==> src/hw/rtl/rcl_pkg.sv <==
// Package for the RIFF chunk locator.
// Holds the shared types, register indexes and status codes; no dependencies.
package rcl_pkg;

   localparam int unsigned RCL_BYTE_W = 8;
   localparam int unsigned RCL_WORD_W = 32;
   localparam int unsigned RCL_ADDR_W = 3;

   localparam logic [RCL_WORD_W-1:0] RCL_TARGET_RESET = 32'h2074_6d66;
   localparam logic [RCL_WORD_W-1:0] RCL_LENGTH_RESET = 32'h0000_0000;

   localparam logic RCL_REG_TARGET = 1'b0;
   localparam logic RCL_REG_LENGTH = 1'b1;

   localparam logic RCL_FOUND     = 1'b0;
   localparam logic RCL_NOT_FOUND = 1'b1;

   localparam logic [2:0] RCL_LAST_HDR_BYTE = 3'd7;

   typedef enum logic [2:0] {
      PH_HEADER = 3'b001,
      PH_SKIP   = 3'b010,
      PH_DONE   = 3'b100
   } rcl_phase_type;

   typedef struct packed {
      logic [RCL_BYTE_W-1:0] data_byte;
      logic                  first;
   } rcl_byte_type;

   typedef struct packed {
      logic                  status;
      logic [RCL_WORD_W-1:0] chunk_size;
      logic [RCL_WORD_W-1:0] payload_offset;
   } rcl_result_type;

   typedef struct packed {
      logic [RCL_WORD_W-1:0] target_fourcc;
      logic [RCL_WORD_W-1:0] body_length;
   } rcl_cfg_type;

endpackage

==> src/hw/rtl/rcl_req_if.sv <==
// Byte channel into the RIFF chunk locator: valid/ready plus one body word.
// Depends on rcl_pkg for field widths.
interface rcl_req_if import rcl_pkg::*; ();
   logic                  valid;
   logic                  ready;
   logic [RCL_BYTE_W-1:0] data_byte;
   logic                  first;

   modport source (output valid, output data_byte, output first, input ready);
   modport sink (input valid, input data_byte, input first, output ready);
endinterface

==> src/hw/rtl/rcl_rsp_if.sv <==
// Result channel out of the RIFF chunk locator: valid/ready plus one result word.
// Depends on rcl_pkg for field widths.
interface rcl_rsp_if import rcl_pkg::*; ();
   logic                  valid;
   logic                  ready;
   logic                  status;
   logic [RCL_WORD_W-1:0] chunk_size;
   logic [RCL_WORD_W-1:0] payload_offset;

   modport source (output valid, output status, output chunk_size,
                   output payload_offset, input ready);
   modport sink (input valid, input status, input chunk_size,
                 input payload_offset, output ready);
endinterface

==> src/hw/rtl/rcl_walker.sv <==
// Chunk walk state and the per-byte step of the RIFF chunk locator.
// Depends on rcl_pkg for the phase type, byte, result and config structs.
module rcl_walker import rcl_pkg::*; (
   input  logic           clock,
   input  logic           reset,
   input  logic           step,
   input  rcl_byte_type   in_word,
   input  rcl_cfg_type    cfg,
   output logic           hit,
   output rcl_result_type result
);

   rcl_phase_type         phase_ff, phase_in, phase_eff;
   logic [2:0]            hidx_ff, hidx_in, hidx_eff;
   logic [RCL_WORD_W-1:0] code_ff, code_in, code_eff;
   logic [RCL_WORD_W-1:0] size_ff, size_in, size_eff, size_next;
   logic [RCL_WORD_W-1:0] skip_ff, skip_in, skip_eff;
   logic [RCL_WORD_W-1:0] pos_ff, pos_in, pos_eff;
   logic [RCL_WORD_W:0]   next_start;

   always_comb begin
      if (in_word.first) begin
         phase_eff = PH_HEADER;
         hidx_eff  = '0;
         code_eff  = '0;
         size_eff  = '0;
         skip_eff  = '0;
         pos_eff   = '0;
      end else begin
         phase_eff = phase_ff;
         hidx_eff  = hidx_ff;
         code_eff  = code_ff;
         size_eff  = size_ff;
         skip_eff  = skip_ff;
         pos_eff   = pos_ff;
      end

      phase_in   = phase_eff;
      hidx_in    = hidx_eff;
      code_in    = code_eff;
      size_in    = size_eff;
      skip_in    = skip_eff;
      pos_in     = pos_eff;
      hit        = 1'b0;
      result     = '0;
      size_next  = {in_word.data_byte, size_eff[RCL_WORD_W-1:RCL_BYTE_W]};
      next_start = {1'b0, pos_eff} + {{RCL_WORD_W{1'b0}}, 1'b1} + {1'b0, size_next};

      case (phase_eff)
         PH_DONE: begin
         end
         PH_SKIP: begin
            pos_in = pos_eff + 32'd1;
            if (skip_eff != '0) begin
               skip_in = skip_eff - 32'd1;
            end
            if (skip_in == '0) begin
               phase_in = PH_HEADER;
            end
         end
         PH_HEADER: begin
            pos_in = pos_eff + 32'd1;
            if (hidx_eff == '0 && pos_eff >= cfg.body_length) begin
               hit           = 1'b1;
               result.status = RCL_NOT_FOUND;
               phase_in      = PH_DONE;
            end else begin
               if (!hidx_eff[2]) begin
                  code_in = {in_word.data_byte, code_eff[RCL_WORD_W-1:RCL_BYTE_W]};
               end else begin
                  size_in = size_next;
               end
               if (hidx_eff != RCL_LAST_HDR_BYTE) begin
                  hidx_in = hidx_eff + 3'd1;
               end else begin
                  hidx_in = '0;
                  if (code_eff == cfg.target_fourcc) begin
                     hit                   = 1'b1;
                     result.status         = RCL_FOUND;
                     result.chunk_size     = size_next;
                     result.payload_offset = pos_eff + 32'd1;
                     phase_in              = PH_DONE;
                  end else if (next_start >= {1'b0, cfg.body_length}) begin
                     hit           = 1'b1;
                     result.status = RCL_NOT_FOUND;
                     phase_in      = PH_DONE;
                  end else begin
                     skip_in  = size_next;
                     phase_in = (size_next == '0) ? PH_HEADER : PH_SKIP;
                  end
               end
            end
         end
         default: begin
            phase_in = PH_HEADER;
         end
      endcase
   end

   always_ff @(posedge clock) begin
      if (reset) begin
         phase_ff <= PH_HEADER;
         hidx_ff  <= '0;
         code_ff  <= '0;
         size_ff  <= '0;
         skip_ff  <= '0;
         pos_ff   <= '0;
      end else if (step) begin
         phase_ff <= phase_in;
         hidx_ff  <= hidx_in;
         code_ff  <= code_in;
         size_ff  <= size_in;
         skip_ff  <= skip_in;
         pos_ff   <= pos_in;
      end
   end

endmodule

==> src/hw/rtl/riff_chunk_locator_top.sv <==
// Top level of the RIFF chunk locator: APB register file, input and result stages.
// Depends on rcl_pkg, rcl_req_if, rcl_rsp_if and rcl_walker.
//
// Usage:
//   req_ch carries the RIFF body one byte per word; first = 1 marks body
//   offset 0 and restarts the chunk walk. rsp_ch carries at most one result
//   per walk: status 0 with chunk size and payload offset when the chunk whose
//   code equals target_fourcc is found, status 1 when the body runs out.
//   Later bytes are dropped until the next first = 1.
//   The APB port holds target_fourcc (address 0) and body_length (address 4);
//   write them only while no byte is in flight.
//   A word accepted into the input stage is stepped by the walker when the
//   result stage can advance, which registers its result onto rsp_ch.
//   Throughput is one byte per cycle, set by the walker step, except while
//   rsp_ch stalls with a result pending: then, if the input stage is empty,
//   one more byte is taken into it and req_ch.ready drops until the result is taken.
//   Reset (synchronous) loads target_fourcc = "fmt ", body_length = 0, and
//   puts the walk at body offset 0 with both stages empty.
module riff_chunk_locator_top import rcl_pkg::*; (
   input  logic                  clock,
   input  logic                  reset,
   rcl_req_if.sink               req_ch,
   rcl_rsp_if.source             rsp_ch,
   input  logic                  psel,
   input  logic                  penable,
   input  logic                  pwrite,
   input  logic [RCL_ADDR_W-1:0] paddr,
   input  logic [RCL_WORD_W-1:0] pwdata,
   output logic [RCL_WORD_W-1:0] prdata,
   output logic                  pready
);

   rcl_cfg_type    cfg_ff, cfg_in;
   logic           in_valid_ff, in_valid_in;
   rcl_byte_type   in_word_ff, in_word_in;
   logic           rsp_valid_ff, rsp_valid_in;
   rcl_result_type rsp_ff, rsp_in;
   logic           advance, step, hit, req_take;
   rcl_result_type result;

   assign pready = 1'b1;
   assign prdata = (paddr[2] == RCL_REG_LENGTH) ? cfg_ff.body_length : cfg_ff.target_fourcc;

   always_comb begin
      cfg_in = cfg_ff;
      if (psel && penable && pwrite) begin
         case (paddr[2])
            RCL_REG_TARGET: cfg_in.target_fourcc = pwdata;
            RCL_REG_LENGTH: cfg_in.body_length   = pwdata;
            default: cfg_in = cfg_ff;
         endcase
      end
   end

   assign advance      = !rsp_valid_ff || rsp_ch.ready;
   assign step         = in_valid_ff && advance;
   assign req_ch.ready = !in_valid_ff || advance;
   assign req_take     = req_ch.valid && req_ch.ready;

   always_comb begin
      in_valid_in = in_valid_ff;
      in_word_in  = in_word_ff;
      if (req_take) begin
         in_valid_in          = 1'b1;
         in_word_in.data_byte = req_ch.data_byte;
         in_word_in.first     = req_ch.first;
      end else if (step) begin
         in_valid_in = 1'b0;
      end

      rsp_valid_in = rsp_valid_ff;
      rsp_in       = rsp_ff;
      if (advance) begin
         rsp_valid_in = step && hit;
         if (step && hit) begin
            rsp_in = result;
         end
      end
   end

   rcl_walker u_walker (
      .clock   (clock),
      .reset   (reset),
      .step    (step),
      .in_word (in_word_ff),
      .cfg     (cfg_ff),
      .hit     (hit),
      .result  (result)
   );

   always_ff @(posedge clock) begin
      if (reset) begin
         cfg_ff.target_fourcc <= RCL_TARGET_RESET;
         cfg_ff.body_length   <= RCL_LENGTH_RESET;
         in_valid_ff          <= 1'b0;
         rsp_valid_ff         <= 1'b0;
      end else begin
         cfg_ff       <= cfg_in;
         in_valid_ff  <= in_valid_in;
         rsp_valid_ff <= rsp_valid_in;
      end
   end

   always_ff @(posedge clock) begin
      in_word_ff <= in_word_in;
      rsp_ff     <= rsp_in;
   end

   assign rsp_ch.valid          = rsp_valid_ff;
   assign rsp_ch.status         = rsp_ff.status;
   assign rsp_ch.chunk_size     = rsp_ff.chunk_size;
   assign rsp_ch.payload_offset = rsp_ff.payload_offset;

endmodule

==> src/flat_wrapper.sv <==
// flat-port wrapper written by rule: the top's interface ports become plain ports
module riff_chunk_locator_top_flat import rcl_pkg::*;
  (clock, reset, psel, penable, pwrite, paddr, pwdata, prdata, pready, req_ch_valid, req_ch_data_byte, req_ch_first, req_ch_ready, rsp_ch_valid, rsp_ch_status, rsp_ch_chunk_size, rsp_ch_payload_offset, rsp_ch_ready);
  rcl_req_if req_ch_i ();
  rcl_rsp_if rsp_ch_i ();
  input  logic clock;
  input  logic reset;
  input  logic psel;
  input  logic penable;
  input  logic pwrite;
  input  logic [RCL_ADDR_W-1:0] paddr;
  input  logic [RCL_WORD_W-1:0] pwdata;
  output logic [RCL_WORD_W-1:0] prdata;
  output logic pready;
  input wire logic [$bits(req_ch_i.valid)-1:0] req_ch_valid;
  input wire logic [$bits(req_ch_i.data_byte)-1:0] req_ch_data_byte;
  input wire logic [$bits(req_ch_i.first)-1:0] req_ch_first;
  output wire logic [$bits(req_ch_i.ready)-1:0] req_ch_ready;
  output wire logic [$bits(rsp_ch_i.valid)-1:0] rsp_ch_valid;
  output wire logic [$bits(rsp_ch_i.status)-1:0] rsp_ch_status;
  output wire logic [$bits(rsp_ch_i.chunk_size)-1:0] rsp_ch_chunk_size;
  output wire logic [$bits(rsp_ch_i.payload_offset)-1:0] rsp_ch_payload_offset;
  input wire logic [$bits(rsp_ch_i.ready)-1:0] rsp_ch_ready;
  assign req_ch_i.valid = req_ch_valid;
  assign req_ch_i.data_byte = req_ch_data_byte;
  assign req_ch_i.first = req_ch_first;
  assign req_ch_ready = req_ch_i.ready;
  assign rsp_ch_valid = rsp_ch_i.valid;
  assign rsp_ch_status = rsp_ch_i.status;
  assign rsp_ch_chunk_size = rsp_ch_i.chunk_size;
  assign rsp_ch_payload_offset = rsp_ch_i.payload_offset;
  assign rsp_ch_i.ready = rsp_ch_ready;
  riff_chunk_locator_top u_core (.clock(clock), .reset(reset), .req_ch(req_ch_i), .rsp_ch(rsp_ch_i), .psel(psel), .penable(penable), .pwrite(pwrite), .paddr(paddr), .pwdata(pwdata), .prdata(prdata), .pready(pready));
endmodule
==> config.mk <==
export PLATFORM = sky130hd
export DESIGN_NAME = riff_chunk_locator_top_flat
export DESIGN_NICKNAME = d
export VERILOG_FILES = /design/src/hw/rtl/rcl_pkg.sv /design/src/hw/rtl/rcl_req_if.sv /design/src/hw/rtl/rcl_rsp_if.sv /design/src/hw/rtl/rcl_walker.sv /design/src/hw/rtl/riff_chunk_locator_top.sv /design/src/flat_wrapper.sv
export SDC_FILE = /design/constraint.sdc
export NUM_CORES = 1
export LEC_CHECK = 0
export BUFFER_PORTS_ARGS = -buffer_cell sky130_fd_sc_hd__clkbuf_2
export CORE_MARGIN = 1.5
export CORE_UTILIZATION = 61
export CTS_CLUSTER_DIAMETER = 150
export DETAILED_ROUTE_END_ITERATION = 16
export GPL_ROUTABILITY_DRIVEN = 0
export PLACE_DENSITY_LB_ADDON = 0.08
export SYNTH_ARGS = -nofsm -noshare
export SYNTH_HDL_FRONTEND = slang
export SYNTH_HIERARCHICAL = 1
export SYNTH_SLANG_ARGS = --single-unit
==> constraint.sdc <==
create_clock -name clock -period 9.9 [get_ports clock]
set_clock_uncertainty 0.05 [all_clocks]
set_input_delay 0.495 -clock clock [delete_from_list [all_inputs] [get_ports clock]]
set_output_delay 0.495 -clock clock [all_outputs]
set_load 0.01 [all_outputs]
Yosys cells after proc, flatten, opt, wreduce, memory -nomap -nowiden

Index checks and enable logic that the tools add are counted.

Register bits: 274
Input port bits: 51
Output and inout port bits: 100
Word-level logic and storage cells: 92

Add/subtract/negate cells: 5
$lt $le $gt $ge: 2
Equal/unequal tests: 5
Multiplexer cells: 42
Bitwise logic cells: 3
Reductions and logical operators: 20

Operator list:

| cell                                                                 | count |
|---|---|
| 32-bit two-way mux                                                   | 18 |
| 65-bit two-way mux                                                   | 1 |
| 32-bit zero test                                                     | 2 |
| 64-bit two-way mux                                                   | 1 |
| 32-bit one-hot mux with 2 select lines                               | 1 |
| 32-bit by 1-bit adder with 33-bit output, second input constant      | 1 |
| 33-bit by 32-bit adder with 33-bit output                            | 1 |
| 33-bit by 32-bit >= comparator with 1-bit output                     | 1 |
| 32-bit by 1-bit adder with 32-bit output, second input constant      | 1 |
| 32-bit == test                                                       | 1 |
| 32-bit >= comparator                                                 | 1 |
| 32-bit nonzero test                                                  | 1 |
| 32-bit by 1-bit subtractor with 32-bit output, second input constant | 1 |
| 3-bit two-way mux                                                    | 10 |
| 1-bit two-way mux                                                    | 9 |
| 3-bit one-hot mux with 3 select lines                                | 1 |
| 1-bit logical AND                                                    | 6 |
| 2-bit AND reduction                                                  | 3 |
| 4-bit OR reduction                                                   | 1 |
| 3-bit by 1-bit adder with 3-bit output, second input constant        | 1 |
| 3-bit by 1-bit == test with 1-bit output, second input constant      | 1 |
| 3-bit by 2-bit == test with 1-bit output, second input constant      | 1 |
| 3-bit == test, second input constant                                 | 1 |
| 3-bit zero test                                                      | 1 |
| other kinds (7)                                                      | 11 |

Longest topological paths before layout

Depth in word-level cells: 11
Gate-level depth with buffers: 37
Mapped depth without buffers: 26

Cells and area by module

Netlist, hierarchy kept.

Modules (own cells, without submodules):

| module                 | times used | cells each | area an instance (µm²) | sequential area each (µm²) |
|---|---|---|---|---|
| rcl_walker             | 1          | 1,647      | 11,848.9               | 2,522.4 |
| riff_chunk_locator_top | 1          | 384        | 5,408.9                | 3,543.4 |

Least setup slack after synthesis

OpenSTA, ideal clock, no wires.

Kind: flip-flop to flip-flop
From: reg u_core/in_word_ff[0] (netlist name)
To: reg u_core.rsp_ff, in the netlist u_core/rsp_ch.chunk_size[0] (enable)
Setup time: 430 ps
Data arrival time: 7,796 ps
Required time: 9,420 ps
Slack: 1,624 ps
Stages on the path, launching flop included: 31
Buffers on the path: 10
Clock period less this slack: 8,276 ps
Cells stage by stage: edfxtp_1 > buf_2 > buf_2 > buf_4 > buf_4 > buf_4 > buf_2 > buf_2 > clkbuf_1 > clkbuf_1 > buf_1 > nor2b_1 > fa_1 > a21oi_1 > o2bb2a_1 > a221o_1 > nor2_1 > or3_1 > a31o_2 > a311o_1 > a21oi_1 > xnor2_1 > ha_1 > nand4_1 > nor4_1 > nor2b_1 > o21ai_0 > nand4_1 > o31ai_1 > a21oi_1 > and3_1

Longest elaborated chain between the ends: 11
Elaborated cells between the ends (all ways): 21
Those cells by class: add/sub (2); order compare (2); eq/ne (3); mux (10); reduce/logical (4)

Ends and longest elaborated chain:

| what                                             | line                          | source |
|---|---|---|
| from (decl)                                      | riff_chunk_locator_top.sv:35  | `rcl_byte_type in_word_ff, in_word_in;` |
| from (signal assigned)                           | riff_chunk_locator_top.sv:105 | `in_word_ff <= in_word_in;` |
| 32-bit two-way mux                               | rcl_walker.sv:22              | `if (in_word.first) begin` |
| 32-bit by 1-bit adder with 33-bit output         | rcl_walker.sv:47              | `next_start = {1'b0, pos_eff} + {{RCL_WORD_W{1'b0}}, 1'b1} + {1'b0, size_next};` |
| 33-bit by 32-bit adder with 33-bit output        | rcl_walker.sv:47              |  |
| 33-bit by 32-bit >= comparator with 1-bit output | rcl_walker.sv:83              | `end else if (next_start >= {1'b0, cfg.body_length}) begin` |
| 1-bit two-way mux                                | rcl_walker.sv:83              |  |
| 1-bit two-way mux                                | rcl_walker.sv:77              | `if (code_eff == cfg.target_fourcc) begin` |
| 1-bit two-way mux                                | rcl_walker.sv:73              | `if (hidx_eff != RCL_LAST_HDR_BYTE) begin` |
| 1-bit two-way mux                                | rcl_walker.sv:63              | `if (hidx_eff == '0 && pos_eff >= cfg.body_length) begin` |
| 1-bit two-way mux *                              | rcl_walker.sv:49              | `case (phase_eff)` |
| via u_core.hit                                   | riff_chunk_locator_top.sv:38  | `logic advance, step, hit, req_take;` |
| 1-bit logical AND *                              | riff_chunk_locator_top.sv:75  | `if (step && hit) begin` |
| 2-bit AND reduction (no source line) *           | n/a                           |  |
| to (signal assigned)                             | riff_chunk_locator_top.sv:106 | `rsp_ff <= rsp_in;` |
| to (decl)                                        | riff_chunk_locator_top.sv:37  | `rcl_result_type rsp_ff, rsp_in;` |

The timed path passes the listed nets; every way through them passes the cells marked *.
A chain may end at the register's enable or synchronous reset.

Worst setup path in the final report

From: reg u_core/in_word_ff[0] (netlist name)
To: reg u_core.rsp_ff, in the netlist u_core/rsp_ch.payload_offset[27] (enable)

Same word-level chain as after synthesis.

==> results.json <==
{
  "worstPathArrival_ps": 7510,
  "grt_max_degree": 125,
  "dp_cells": 2461,
  "cts_buffer_depth": 3,
  "cts_tree": "built",
  "crit_fanout": 65,
  "finalHoldViolations": 0,
  "die_height_um": 171.2,
  "vias_per_cell": 6.345,
  "drv_slew": 0,
  "status": "finished, final reports clean",
  "ios": 151,
  "post-route-period-util_pct": 74.60,
  "synth_edf_count": 74,
  "cts_setup_buffers": 0,
  "yosys_most_used_dff": "dfxtp_1",
  "relSlewSlack_pct": 27.52,
  "area_growth_pct": 10.74,
  "clkSinkCount": 266,
  "crit_start": "u_core/in_word_ff[0]",
  "fin_crit_ps": 7385,
  "grt_antenna_before_repair": 2,
  "worst_slew_pin_slew_ps": 1080,
  "mappedNetlistNets": 2173,
  "grt-ovfl-total": 0,
  "ys_types": 84,
  "vias": 15960,
  "drc": 0,
  "cpPeakStageDelay_ps": 590,
  "cts_resized": 0,
  "nets": 2256,
  "ant_nets": 0,
  "end_kind": "register",
  "routedWlPerCell_um": 20.24,
  "syn-cell-area_um2": 17260,
  "p_leak_nw": 7.211,
  "avgSynthCellArea_um2": 8.497,
  "critPathRequiredTime_ps": 10030,
  "worstSetupStartpointType": "register",
  "placed_cell_area_um2": 18150,
  "fillCellCount": 2359,
  "core-area_um2": 27780,
  "rrSetupSlack_ps": 2510,
  "r2r_end": "u_core/rsp_ch.payload_offset[27]",
  "port_buffers": 147,
  "synth_warnings": 6,
  "ys_seq_elements": 266,
  "fmax_mhz": 135.4,
  "maxCapViolCount": 0,
  "die-width_um": 171.2,
  "clk_pin_slew_ps": 60,
  "rows": 61,
  "fin_tns_setup_ps": 0,
  "setup_viol": 0,
  "crit_type": "register to register",
  "stdcell_area_um2": 19110,
  "dpl.hpwl_um": 36600,
  "drive_gt1_share_pct": 13.43,
  "drt_iter0_drc": 1699,
  "htree_levels": 1,
  "syn_inst": 2031,
  "cts_buffers": 29,
  "grt_pass1_wl_um": 79320,
  "holdBufCountCts": 0,
  "power.total_mw": 2.626,
  "grt_pass1_vias": 14660,
  "hp-class": "input pin to register",
  "initial_core_util_pct": 62.12,
  "worstReg2RegStart": "u_core/in_word_ff[0]",
  "grt_setup_unrepaired": "false",
  "async_reset_ff_share_pct": 0,
  "ff2ff_path_depth": 25,
  "worstSkewPairLatency_ps": 570,
  "ys_seq_area_share_pct": 35.15,
  "antenna_cells": 0,
  "ir_worst_vdd_mv": 0.1303,
  "crit_top_cell": "a21oi_1",
  "drt-pass1-iter-count": 6,
  "wl_um": 50900,
  "cts_root_buffer": "clkbuf_16",
  "powerDensity_nw_per_um2": 137.4,
  "dieArea_um2": 29310,
  "critical_path.endpoint": "u_core/rsp_ch.payload_offset[27]",
  "grt.total_usage_pct": 34.43,
  "finalNonFillerCells": 2515,
  "cp_slowest_cell": "buf_4"
}
[where the power goes]
group	switching [mW]	leakage [nW]	internal [mW]	total (mW)
clock network	0.458	0.473	0.624	1.08
logic	0.230	4.57	0.124	0.354
registers	0.0314	2.16	1.16	1.19
total	0.720	7.21	1.91	2.63
[sequential cells by signal (all words and copies together), names as in the netlist, 3 cells and up]
register / flops
u_core/cfg_ff: 64
u_core/u_walker/hidx_ff: 3
u_core/u_walker/pos_ff: 32
u_core/u_walker/phase_ff: 3
u_core/in_word_ff: 9
u_core/u_walker/code_ff: 32
u_core/rsp_ch.payload_offset: 32
u_core/u_walker/skip_ff: 32
u_core/rsp_ch.chunk_size: 32
u_core/u_walker/size_ff: 24
[logic make-up (layout without fill, tap and decap cells)]
| family | Yosys count | count (layout) | share of synthesized area [%] |
|---|---|---|---|
| adder cells (fa/ha/maj) | 94 | 94 | 6.815 |
| multiplexers | 108 | 108 | 6.540 |
| buffers and inverters | 196 | 302 | 4.843 |
| AND/OR/NAND/NOR | 785 | 785 | 23.62 |
| other | 1 | 1 | 0.02173 |
| AO/OA/AOI/OAI | 495 | 495 | 18.65 |
| flip-flops | 266 | 266 | 35.15 |
| XOR/XNOR | 86 | 86 | 4.365 |
[stage by stage]
| stage | hold slack [ps] | setup slack [ps] | utilization [%] |
|---|---|---|---|
| after CTS | 57.97 | 2572 | 68.79 |
| final | 66.98 | 2515 | 68.79 |
| after global routing | 55.90 | 2177 | 68.79 |
| after global placement | 394.6 | 2707 | 65.33 |
| after detailed placement | 398.6 | 2618 | 65.33 |
| after floorplan | 386.6 | 1624 | - |
[critical path, delay by kind of cell, from the launching register on]
| family | cells | cell delay (ps) |
|---|---|---|
| buf+inv | 4 | 1240 |
| fa+ha+maj | 3 | 880 |
| flops | 1 | 550 |
| simple gates | 8 | 2190 |
| compound gates | 9 | 1920 |
| xor+xnor | 1 | 90 |
[how the worst min path moves through the flow]
stage,start,endpoint,slack (ps),cells after the start
after floorplan,u_core/u_walker/hidx_ff[1],u_core/u_walker/hidx_ff[1],390,2
after global placement,u_core/u_walker/hidx_ff[1],u_core/u_walker/hidx_ff[1],390,2
after detailed placement,u_core/u_walker/hidx_ff[1],u_core/u_walker/hidx_ff[1],400,2
after CTS,req_ch_data_byte[5],u_core/in_word_ff[6],60,1
after global routing,req_ch_data_byte[4],u_core/in_word_ff[5],60,1
final,req_ch_data_byte[5],u_core/in_word_ff[6],70,1
[cells in the mapped netlist, drive strengths merged (64+ instances only)]
master	instances	area, µm²
a21oi	142	710.7
clkbuf	84	316.6
inv	71	266.5
edfxtp	74	2222
xnor2	64	560.5
ha	90	1126
mux2i	70	700.7
dfxtp	192	3844
nand2	111	416.7
nand2b	97	606.8
o21ai	117	585.6
nor2	254	953.4
[layout make-up]
cell class                 count  area (µm²)  share of cell area [%]
clock inverter                18       170.2                  0.8904
tap                          378       473.0                   2.475
timing repair buffer         176       955.9                   5.002
sequential                   266        6066                   31.74
multi-input combinational   1569       10380                   54.33
clock buffer                  36       792.0                   4.144
inverter                      72       270.3                   1.414
[cell usage in the layout (no fill, tap or decap), types with 10 or more instances in the layout]
master       n
nor2_1     254
dfxtp_1    192
clkbuf_2   146
a21oi_1    141
o21ai_0    116
nand2_1    111
nand2b_1    97
ha_1        90
edfxtp_1    74
inv_1       71
mux2i_1     70
xnor2_1     64
nor2b_1     61
nor3_1      48
mux2_2      38
a22oi_1     33
a31oi_1     33
a22o_1      33
nand4_1     32
nand3_1     32
buf_4       30
clkbuf_16   29
xor2_1      22
and2_1      21
and3_1      21
nor4_1      21
a21o_1      18
nor3b_1     17
nor4bb_1    14
a211oi_1    13
or3_1       12
o2bb2ai_1   10
[routing by layer]
layer | share of wire (%) | vias to the layer above | GRT usage, %
met2 | 43 | 859 | 52.97
met4 | 4.5 | 2 | 15.37
met1 | 43 | 7419 | 48.04
li1 | - | 7540 | -
met3 | 9.2 | 138 | 4.947
met5 | 0.014 | - | 0
Power figures use the tool's default switching activity.
